<file path="src/sv/rfcs_pkg.sv">
`timescale 1ns / 1ps

package rfcs_pkg;

    localparam int MAX_PANEL_SIDE = 512;
    localparam int SIDE_BITS      = 10;
    localparam int OFFSET_BITS    = 9;
    localparam int CFG_IDX_BITS   = 2;
    localparam int CFG_DATA_BITS  = 10;
    localparam int QUEUE_DEPTH    = 4;

    localparam logic [CFG_IDX_BITS-1:0] CFG_PANEL_WIDTH   = 2'd0;
    localparam logic [CFG_IDX_BITS-1:0] CFG_PANEL_HEIGHT  = 2'd1;
    localparam logic [CFG_IDX_BITS-1:0] CFG_COLUMN_OFFSET = 2'd2;
    localparam logic [CFG_IDX_BITS-1:0] CFG_ROW_OFFSET    = 2'd3;

    localparam logic KIND_FILL = 1'b0;
    localparam logic KIND_TICK = 1'b1;

    localparam logic [7:0] CMD_COLUMN = 8'h2A;
    localparam logic [7:0] CMD_ROW    = 8'h2B;
    localparam logic [7:0] CMD_WRITE  = 8'h2C;

    typedef struct packed {
        logic        kind;
        logic [15:0] left;
        logic [15:0] top;
        logic [15:0] span_x;
        logic [15:0] span_y;
        logic [15:0] fill_rgb;
    } t_in_item;

    typedef struct packed {
        logic [7:0] out_byte;
        logic       is_data;
        logic       final_byte;
    } t_out_item;

    // Classified work handed from the front to the back.
    typedef struct packed {
        logic                 kind;
        logic [15:0]          x0;
        logic [15:0]          x1;
        logic [15:0]          y0;
        logic [15:0]          y1;
        logic [15:0]          colour;
        logic [SIDE_BITS-1:0] width;
        logic [SIDE_BITS-1:0] height;
    } t_job;

    typedef struct packed {
        logic busy;
        logic pixel_phase;
    } t_back_stat;

endpackage

</file>
<file path="src/sv/rect_fill_command_stream_unit.sv">
`timescale 1ns / 1ps

// Rectangle fill command stream. A fill transaction (kind 0) carries a rectangle and an RGB565
// colour; the front stage drops it if a span is zero or the origin lies off the panel, clips it
// to the right and bottom panel edges, adds the column and row offsets and queues it. Each tick
// transaction (kind 1) makes the back stage emit one byte: 0x2A, x0 and x1 big-endian, 0x2B,
// y0 and y1 big-endian, 0x2C, then width*height pixels as high byte then low byte, the last one
// flagged final_byte. A fill that reaches the back stage while a fill runs is ignored, and a
// tick while idle gives nothing. Both sides take one transaction per cycle unless stalled: the
// front register, a four-entry queue and the back output register decouple them, so the sustained
// rate is one input per clock while the queue is not full and the output is not stalled. Write the
// panel registers only while the block is idle.
module rect_fill_command_stream_unit #(
    parameter int P_MAX_SIDE = rfcs_pkg::MAX_PANEL_SIDE
) (
    input  logic                                i_clk,
    input  logic                                i_rst_n,
    input  logic                                i_cfg_we,
    input  logic [rfcs_pkg::CFG_IDX_BITS-1:0]   i_cfg_idx,
    input  logic [rfcs_pkg::CFG_DATA_BITS-1:0]  i_cfg_data,
    input  logic                                i_in_valid,
    output logic                                o_in_stall,
    input  rfcs_pkg::t_in_item                  i_in,
    output logic                                o_out_valid,
    input  logic                                i_out_stall,
    output rfcs_pkg::t_out_item                 o_out
);
    import rfcs_pkg::*;

    logic       w_push, w_full, w_pop, w_job_valid;
    t_job       w_front_job, w_head_job;
    t_back_stat w_stat;

    // Classify, clip and offset incoming transactions.
    rfcs_front #(
        .P_MAX_SIDE(P_MAX_SIDE)
    ) u_front (
        .i_clk      (i_clk),
        .i_rst_n    (i_rst_n),
        .i_cfg_we   (i_cfg_we),
        .i_cfg_idx  (i_cfg_idx),
        .i_cfg_data (i_cfg_data),
        .i_in_valid (i_in_valid),
        .o_in_stall (o_in_stall),
        .i_in       (i_in),
        .i_full     (w_full),
        .o_push     (w_push),
        .o_job      (w_front_job)
    );

    // Hold classified jobs so either side can stall on its own.
    rfcs_fifo #(
        .P_WIDTH($bits(t_job)),
        .P_DEPTH(QUEUE_DEPTH)
    ) u_fifo (
        .i_clk   (i_clk),
        .i_rst_n (i_rst_n),
        .i_push  (w_push),
        .i_data  (w_front_job),
        .o_full  (w_full),
        .i_pop   (w_pop),
        .o_valid (w_job_valid),
        .o_data  (w_head_job)
    );

    // Sequence header and pixel bytes.
    rfcs_back #(
        .P_MAX_SIDE(P_MAX_SIDE)
    ) u_back (
        .i_clk       (i_clk),
        .i_rst_n     (i_rst_n),
        .i_job_valid (w_job_valid),
        .i_job       (w_head_job),
        .o_pop       (w_pop),
        .o_out_valid (o_out_valid),
        .i_out_stall (i_out_stall),
        .o_out       (o_out),
        .o_stat      (w_stat)
    );

    // A fill ends only with a final pixel byte loaded into the output register.
    a_fill_ends_final: assert property (@(posedge i_clk) disable iff (!i_rst_n)
        ($past(i_rst_n) && $fell(w_stat.busy)) |-> (o_out_valid && o_out.final_byte))
        else $error("fill ended without a final byte");

    // Entering the pixel phase coincides with the memory-write command.
    a_write_cmd: assert property (@(posedge i_clk) disable iff (!i_rst_n)
        ($past(i_rst_n) && $rose(w_stat.pixel_phase))
            |-> (o_out_valid && !o_out.is_data && (o_out.out_byte == CMD_WRITE)))
        else $error("pixel phase entered without write command");

    // Command bytes are only the three window and write commands.
    a_cmd_codes: assert property (@(posedge i_clk) disable iff (!i_rst_n)
        (o_out_valid && !o_out.is_data) |-> (!o_out.final_byte
            && ((o_out.out_byte == CMD_COLUMN) || (o_out.out_byte == CMD_ROW)
                || (o_out.out_byte == CMD_WRITE))))
        else $error("bad command byte");

endmodule

</file>
<file path="src/sv/rfcs_front.sv">
`timescale 1ns / 1ps

module rfcs_front #(
    parameter int P_MAX_SIDE = rfcs_pkg::MAX_PANEL_SIDE
) (
    input  logic                                i_clk,
    input  logic                                i_rst_n,
    input  logic                                i_cfg_we,
    input  logic [rfcs_pkg::CFG_IDX_BITS-1:0]   i_cfg_idx,
    input  logic [rfcs_pkg::CFG_DATA_BITS-1:0]  i_cfg_data,
    input  logic                                i_in_valid,
    output logic                                o_in_stall,
    input  rfcs_pkg::t_in_item                  i_in,
    input  logic                                i_full,
    output logic                                o_push,
    output rfcs_pkg::t_job                      o_job
);
    import rfcs_pkg::*;

    localparam int LIM = (P_MAX_SIDE < 1023) ? P_MAX_SIDE : 1023;

    logic [SIDE_BITS-1:0]   r_pw, r_ph;
    logic [OFFSET_BITS-1:0] r_coff, r_roff;
    logic                   r_fv;
    t_job                   r_job;

    logic [SIDE_BITS-1:0] w_pw, w_ph, w_rem_x, w_rem_y, w_wc, w_hc;
    logic                 w_drop;
    t_job                 w_job;

    always_ff @(posedge i_clk) begin
        if (!i_rst_n) begin
            r_pw   <= SIDE_BITS'(240);
            r_ph   <= SIDE_BITS'(320);
            r_coff <= '0;
            r_roff <= '0;
        end else if (i_cfg_we) begin
            case (i_cfg_idx)
                CFG_PANEL_WIDTH:   r_pw   <= i_cfg_data;
                CFG_PANEL_HEIGHT:  r_ph   <= i_cfg_data;
                CFG_COLUMN_OFFSET: r_coff <= i_cfg_data[OFFSET_BITS-1:0];
                CFG_ROW_OFFSET:    r_roff <= i_cfg_data[OFFSET_BITS-1:0];
                default: ;
            endcase
        end
    end

    always_comb begin
        w_pw = (32'(r_pw) > LIM) ? SIDE_BITS'(LIM) : r_pw;
        w_ph = (32'(r_ph) > LIM) ? SIDE_BITS'(LIM) : r_ph;
        w_drop = (i_in.span_x == '0) || (i_in.span_y == '0)
              || (i_in.left >= 16'(w_pw)) || (i_in.top >= 16'(w_ph));
        w_rem_x = w_pw - i_in.left[SIDE_BITS-1:0];
        w_rem_y = w_ph - i_in.top[SIDE_BITS-1:0];
        // clip to right and bottom edges
        w_wc = (i_in.span_x > 16'(w_rem_x)) ? w_rem_x : i_in.span_x[SIDE_BITS-1:0];
        w_hc = (i_in.span_y > 16'(w_rem_y)) ? w_rem_y : i_in.span_y[SIDE_BITS-1:0];
        w_job.kind   = i_in.kind;
        w_job.x0     = i_in.left + 16'(r_coff);
        w_job.x1     = i_in.left + 16'(w_wc) - 16'd1 + 16'(r_coff);
        w_job.y0     = i_in.top + 16'(r_roff);
        w_job.y1     = i_in.top + 16'(w_hc) - 16'd1 + 16'(r_roff);
        w_job.colour = i_in.fill_rgb;
        w_job.width  = w_wc;
        w_job.height = w_hc;
    end

    assign o_in_stall = r_fv && i_full;
    assign o_push     = r_fv && !i_full;
    assign o_job      = r_job;

    always_ff @(posedge i_clk) begin
        if (!i_rst_n) begin
            r_fv <= 1'b0;
        end else if (!o_in_stall) begin
            // drop empty or off-panel requests here
            r_fv <= i_in_valid && !((i_in.kind == KIND_FILL) && w_drop);
        end
    end

    always_ff @(posedge i_clk) begin
        if (!o_in_stall) begin
            r_job <= w_job;
        end
    end

endmodule

</file>
<file path="src/sv/rfcs_fifo.sv">
`timescale 1ns / 1ps

module rfcs_fifo #(
    parameter int P_WIDTH = 8,
    parameter int P_DEPTH = rfcs_pkg::QUEUE_DEPTH
) (
    input  logic               i_clk,
    input  logic               i_rst_n,
    input  logic               i_push,
    input  logic [P_WIDTH-1:0] i_data,
    output logic               o_full,
    input  logic               i_pop,
    output logic               o_valid,
    output logic [P_WIDTH-1:0] o_data
);
    localparam int PTR_W = (P_DEPTH > 1) ? $clog2(P_DEPTH) : 1;
    localparam int CNT_W = $clog2(P_DEPTH + 1);

    logic [P_WIDTH-1:0] r_mem [P_DEPTH];
    logic [PTR_W-1:0]   r_wr, r_rd;
    logic [CNT_W-1:0]   r_cnt;
    logic               w_push, w_pop;

    assign o_full  = (r_cnt == CNT_W'(P_DEPTH));
    assign o_valid = (r_cnt != '0);
    assign o_data  = r_mem[r_rd];
    assign w_push  = i_push && !o_full;
    assign w_pop   = i_pop && o_valid;

    always_ff @(posedge i_clk) begin
        if (!i_rst_n) begin
            r_wr  <= '0;
            r_rd  <= '0;
            r_cnt <= '0;
        end else begin
            if (w_push) begin
                r_wr <= (r_wr == PTR_W'(P_DEPTH - 1)) ? '0 : r_wr + 1'b1;
            end
            if (w_pop) begin
                r_rd <= (r_rd == PTR_W'(P_DEPTH - 1)) ? '0 : r_rd + 1'b1;
            end
            case ({w_push, w_pop})
                2'b10:   r_cnt <= r_cnt + 1'b1;
                2'b01:   r_cnt <= r_cnt - 1'b1;
                default: r_cnt <= r_cnt;
            endcase
        end
    end

    always_ff @(posedge i_clk) begin
        if (w_push) begin
            r_mem[r_wr] <= i_data;
        end
    end

endmodule

</file>
<file path="src/sv/rfcs_back.sv">
`timescale 1ns / 1ps

module rfcs_back #(
    parameter int P_MAX_SIDE = rfcs_pkg::MAX_PANEL_SIDE
) (
    input  logic                  i_clk,
    input  logic                  i_rst_n,
    input  logic                  i_job_valid,
    input  rfcs_pkg::t_job        i_job,
    output logic                  o_pop,
    output logic                  o_out_valid,
    input  logic                  i_out_stall,
    output rfcs_pkg::t_out_item   o_out,
    output rfcs_pkg::t_back_stat  o_stat
);
    import rfcs_pkg::*;

    localparam int LIM    = (P_MAX_SIDE < 1023) ? P_MAX_SIDE : 1023;
    localparam int SIDE_W = $clog2(LIM + 1);
    localparam int PIX_W  = 2 * SIDE_W;

    localparam logic [3:0] STEP_COL   = 4'd0;
    localparam logic [3:0] STEP_X0_HI = 4'd1;
    localparam logic [3:0] STEP_X0_LO = 4'd2;
    localparam logic [3:0] STEP_X1_HI = 4'd3;
    localparam logic [3:0] STEP_X1_LO = 4'd4;
    localparam logic [3:0] STEP_ROW   = 4'd5;
    localparam logic [3:0] STEP_Y0_HI = 4'd6;
    localparam logic [3:0] STEP_Y0_LO = 4'd7;
    localparam logic [3:0] STEP_Y1_HI = 4'd8;
    localparam logic [3:0] STEP_Y1_LO = 4'd9;
    localparam logic [3:0] STEP_WR    = 4'd10;
    localparam logic [3:0] STEP_PIX   = 4'd11;

    logic              r_busy, n_busy;
    logic [3:0]        r_step, n_step;
    logic [15:0]       r_x0, r_x1, r_y0, r_y1, n_x0, n_x1, n_y0, n_y1;
    logic [15:0]       r_colour, n_colour;
    logic [PIX_W-1:0]  r_pix, n_pix;
    logic              r_low, n_low;
    logic              r_out_valid, n_out_valid;
    t_out_item         r_out, n_out;
    logic              w_take;

    assign w_take = i_job_valid && (!r_out_valid || !i_out_stall);
    assign o_pop  = w_take;

    always_comb begin
        n_busy      = r_busy;
        n_step      = r_step;
        n_x0        = r_x0;
        n_x1        = r_x1;
        n_y0        = r_y0;
        n_y1        = r_y1;
        n_colour    = r_colour;
        n_pix       = r_pix;
        n_low       = r_low;
        n_out_valid = r_out_valid && i_out_stall;
        n_out       = r_out;
        if (w_take) begin
            if (i_job.kind == KIND_FILL) begin
                // ignore a request while a fill runs
                if (!r_busy) begin
                    n_busy   = 1'b1;
                    n_step   = STEP_COL;
                    n_x0     = i_job.x0;
                    n_x1     = i_job.x1;
                    n_y0     = i_job.y0;
                    n_y1     = i_job.y1;
                    n_colour = i_job.colour;
                    n_pix    = PIX_W'(i_job.width[SIDE_W-1:0])
                             * PIX_W'(i_job.height[SIDE_W-1:0]);
                    n_low    = 1'b0;
                end
            end else if (r_busy) begin
                n_out_valid      = 1'b1;
                n_out.is_data    = 1'b1;
                n_out.final_byte = 1'b0;
                if (r_step != STEP_PIX) begin
                    n_step = r_step + 4'd1;
                    case (r_step)
                        STEP_COL: begin
                            n_out.out_byte = CMD_COLUMN;
                            n_out.is_data  = 1'b0;
                        end
                        STEP_X0_HI: n_out.out_byte = r_x0[15:8];
                        STEP_X0_LO: n_out.out_byte = r_x0[7:0];
                        STEP_X1_HI: n_out.out_byte = r_x1[15:8];
                        STEP_X1_LO: n_out.out_byte = r_x1[7:0];
                        STEP_ROW: begin
                            n_out.out_byte = CMD_ROW;
                            n_out.is_data  = 1'b0;
                        end
                        STEP_Y0_HI: n_out.out_byte = r_y0[15:8];
                        STEP_Y0_LO: n_out.out_byte = r_y0[7:0];
                        STEP_Y1_HI: n_out.out_byte = r_y1[15:8];
                        STEP_Y1_LO: n_out.out_byte = r_y1[7:0];
                        STEP_WR: begin
                            n_out.out_byte = CMD_WRITE;
                            n_out.is_data  = 1'b0;
                        end
                        default: n_out.out_byte = r_y1[7:0];
                    endcase
                end else if (!r_low) begin
                    n_low          = 1'b1;
                    n_out.out_byte = r_colour[15:8];
                end else begin
                    n_low          = 1'b0;
                    n_out.out_byte = r_colour[7:0];
                    if (r_pix != '0) begin
                        n_pix = r_pix - 1'b1;
                    end
                    if (r_pix <= PIX_W'(1)) begin
                        n_busy           = 1'b0;
                        n_step           = STEP_COL;
                        n_out.final_byte = 1'b1;
                    end
                end
            end
        end
    end

    always_ff @(posedge i_clk) begin
        if (!i_rst_n) begin
            r_busy      <= 1'b0;
            r_step      <= STEP_COL;
            r_pix       <= '0;
            r_low       <= 1'b0;
            r_out_valid <= 1'b0;
        end else begin
            r_busy      <= n_busy;
            r_step      <= n_step;
            r_pix       <= n_pix;
            r_low       <= n_low;
            r_out_valid <= n_out_valid;
        end
    end

    always_ff @(posedge i_clk) begin
        r_x0     <= n_x0;
        r_x1     <= n_x1;
        r_y0     <= n_y0;
        r_y1     <= n_y1;
        r_colour <= n_colour;
        r_out    <= n_out;
    end

    assign o_out_valid        = r_out_valid;
    assign o_out              = r_out;
    assign o_stat.busy        = r_busy;
    assign o_stat.pixel_phase = (r_step == STEP_PIX);

endmodule
</file>
<file path="config.mk">
export PLATFORM = sky130hd
export DESIGN_NAME = rect_fill_command_stream_unit
export DESIGN_NICKNAME = d
export VERILOG_FILES = /design/src/sv/rfcs_pkg.sv /design/src/sv/rect_fill_command_stream_unit.sv /design/src/sv/rfcs_front.sv /design/src/sv/rfcs_fifo.sv /design/src/sv/rfcs_back.sv
export SDC_FILE = /design/constraint.sdc
export NUM_CORES = 1
export LEC_CHECK = 0
export BUFFER_PORTS_ARGS = -buffer_cell sky130_fd_sc_hd__buf_2
export CAP_MARGIN = 20
export CORE_UTILIZATION = 39
export CTS_CLUSTER_DIAMETER = 40
export DETAILED_ROUTE_END_ITERATION = 8
export GPL_ROUTABILITY_DRIVEN = 0
export PLACE_DENSITY_LB_ADDON = 0.3
export SYNTH_ARGS = -nofsm -noshare
export SYNTH_HDL_FRONTEND = slang
export SYNTH_SLANG_ARGS = --single-unit
</file>
<file path="constraint.sdc">
create_clock -name i_clk -period 15.7 [get_ports i_clk]
set_input_delay 0 -clock i_clk [delete_from_list [all_inputs] [get_ports i_clk]]
set_output_delay 0 -clock i_clk [all_outputs]
set_load 0.02 [all_outputs]
</file>
==> metrics.yaml <==
yosys:
  synth_area_leaders: "edfxtp_1, ha_1, mux4_2"
  ys_seq_area_frac: 0.575
  ys.flop_type: "edfxtp_1"
  syn_area_mm2: 0.0337
  postSynth.asyncResetShare: 0
  syn_nets: 2849
  postSynthCellCount: 2441
  synth_area_per_cell_um2: 13.8
  synth_seq_cells: 670
  yosys.area.top_type_share: 0.530
  synth_edf_count: 595
  synth_cell_types: 76
  synth_top_area_cell: "edfxtp_1"
  yosys_warnings: 0
die:
  dieArea_mm2: 0.0876
  start_util: 0.394
  fp.dieH_um: 296
  io_pins: 110
  rows: 107
  coreArea_mm2: 0.0854
  fp.dieW_um: 296
sta:
  fin_setup_tns_ps: 0
  fin_crit_ps: 7610
  post-route-period-util: 0.485
  worstMarginPinSlew_ps: 1140
  final_max_slew_viol_count: 0
  clock-skew-final_ps: 51.3
  finalSetupViolCount: 0
  final-hold-violation-count: 0
  clock.fmax_mhz: 131
  slew_headroom: 0.219
  rsz0062_at_grt: "false"
setup_path:
  cp_top_family: "compound AO/OA/AOI/OAI gates"
  r2r-start: "u_front.r_pw[5]"
  cp_common_cell: "ha_1"
  startpoint: "u_front.r_pw[5]"
  slowest_stage: "a2111oi_0"
  endpoint_kind: "register"
  crit_type: "reg2reg"
  critPathArrivalTime_ps: 7990
  worstPathBufferInverterCount: 2
  max_stage_delay_ps: 560
  cp_data_required_time_ps: 16080
  startpoint_type: "register"
  cp_max_fo: 11
placed_design:
  numPortBuffers: 109
  dp_hpwl_um: 56100
final_layout:
  fill_cells: 7559
  layout.nets: 3084
  area_growth_pct: 17.6
  final_cell_mix: "edfxtp_1, inv_1, ha_1, nand2_1, a21oi_1"
  layout_commonest_cell: "edfxtp_1"
  layout-drive-gt1-share: 0.152
  antenna_cells: 0
grt:
  antenna_found_initial: 2
  grt-ovfl-total: 0
  grt_max_degree: 66
  grt_pass1_vias: 21200
  grt_use_total: 0.185
  grt_pass1_wl_um: 124000
routing:
  wire_per_inst_um: 20.7
  first_pass_iters: 6
  wirelength_um: 80700
  drtIter0Drc: 1681
  antenna_left: 0
  vias_per_cell: 5.37
  num_vias: 20900
  route.detailed.drc: 0
min_path:
  min_path_type: "in2reg"
  hp-start: "i_in_valid"
cts:
  htreeDepth: 3
  cts_buffers: 88
  clk_latency_ps: 650
  cts_max_path_buffers: 3
  cts.sinks: 670
  clk_pin_slew_ps: 60
  post_cts_resized: 0
  cts_tree: "yes"
  clock-root-buffer: "clkbuf_16"
run:
  maxCapViolCount: 0
outcome:
  status: "completed"
## metal layers
layer,vias up,share of wire,global-route usage
met2,568,0.49,0.308
met1,10600,0.44,0.250
li1,9624,-,-
met5,-,0,0
met3,118,0.046,0.0255
met4,0,0.024,0.0590
## state kept, by name, summed over array words and instances (netlist names), 3 cells and up, named ones only
signal	cells
u_front.r_ph	10
u_back.r_y1	16
u_back.r_pix	20
u_front.r_pw	10
u_back.r_colour	16
u_front.r_coff	9
u_back.o_out	10
u_front.o_job	101
u_back.r_x1	16
u_back.r_x0	16
u_front.r_roff	9
u_fifo.r_mem	404
u_back.r_step	4
u_back.r_y0	16
u_fifo.r_cnt	3
## worst reg2reg max path: cells and delay by family, from the launching register on
kind / cells / cell delay (ps)
DFF: 1 / 320
and+or+nand+nor: 9 / 2040
buffers and inverters: 2 / 120
AOI/OAI and AO/OA: 10 / 2780
xor gates and xnor gates: 1 / 80
adders and majority gates: 6 / 1980
## kinds of logic (layout without fill, tap and decap cells)
| kind of cell | Yosys count | in the layout | synth area share |
|---|---|---|---|
| adder cells (fa/ha/maj) | 310 | 310 | 0.134 |
| multiplexers | 155 | 155 | 0.0839 |
| AO/OA/AOI/OAI | 403 | 403 | 0.0789 |
| buffers and inverters | 306 | 614 | 0.0342 |
| XOR/XNOR | 72 | 72 | 0.0187 |
| flip-flops | 670 | 670 | 0.575 |
| AND/OR/NAND/NOR | 525 | 525 | 0.0754 |
## final timing paths
kind,endpoint,depth (start not counted),slack (ps)
worst max-delay path,u_front.o_job[83],28,8090
worst min-delay path,u_front.r_fv,3,20
worst min register to register,u_fifo.r_mem[0][95],0,480
worst max register to register,u_front.o_job[83],28,8090
## cell type report
class                   instances  area (um2)  share of cell area
clock buffers                  91        2210              0.0559
multi-input cells            1465       13200               0.333
clock inverters                72         937              0.0236
well taps                    1144        1430              0.0361
repair buffers                215        1570              0.0396
flip-flops and latches        670       19400               0.489
inverters                     236         886              0.0224
## Yosys cell counts (all sizes together), types with 15 or more instances
| library cell | instances |
|---|---|
| clkbuf | 46 |
| ha | 225 |
| dfxtp | 75 |
| xnor2 | 60 |
| mux2 | 19 |
| fa | 85 |
| and3 | 15 |
| a21o | 27 |
| nand2 | 194 |
| o211ai | 17 |
| buf | 24 |
| o21a | 22 |
| or3 | 16 |
| a211oi | 27 |
| edfxtp | 595 |
| nand3 | 36 |
| nor4 | 22 |
| nor3 | 34 |
| nand4 | 18 |
| inv | 233 |
| a21oi | 133 |
| o21ai | 66 |
| mux2i | 36 |
| and2 | 43 |
| mux4 | 100 |
| nor2 | 92 |
## metrics by stage
stage,utilization,hold WS (ps),instances,area [um2],setup WS [ps]
floorplan,-,98.9,2441,33700,8640
global placement,0.416,178,3639,35600,8350
detailed placement,0.417,178,3640,35600,8140
CTS,0.464,16.0,3893,39600,8130
global route,0.464,13.6,3893,39600,7410
finish,0.464,22.0,3893,39600,8090
## what timing repair did
action / CTS / global route
endpoints found under the hold margin: 106 / 0
buffers inserted: 0 / 0
hold buffers: 90 / 0
Power is left out: the tool's default activity adds up to more than one toggle a clock period on the data nets, which glitch-free logic cannot reach.
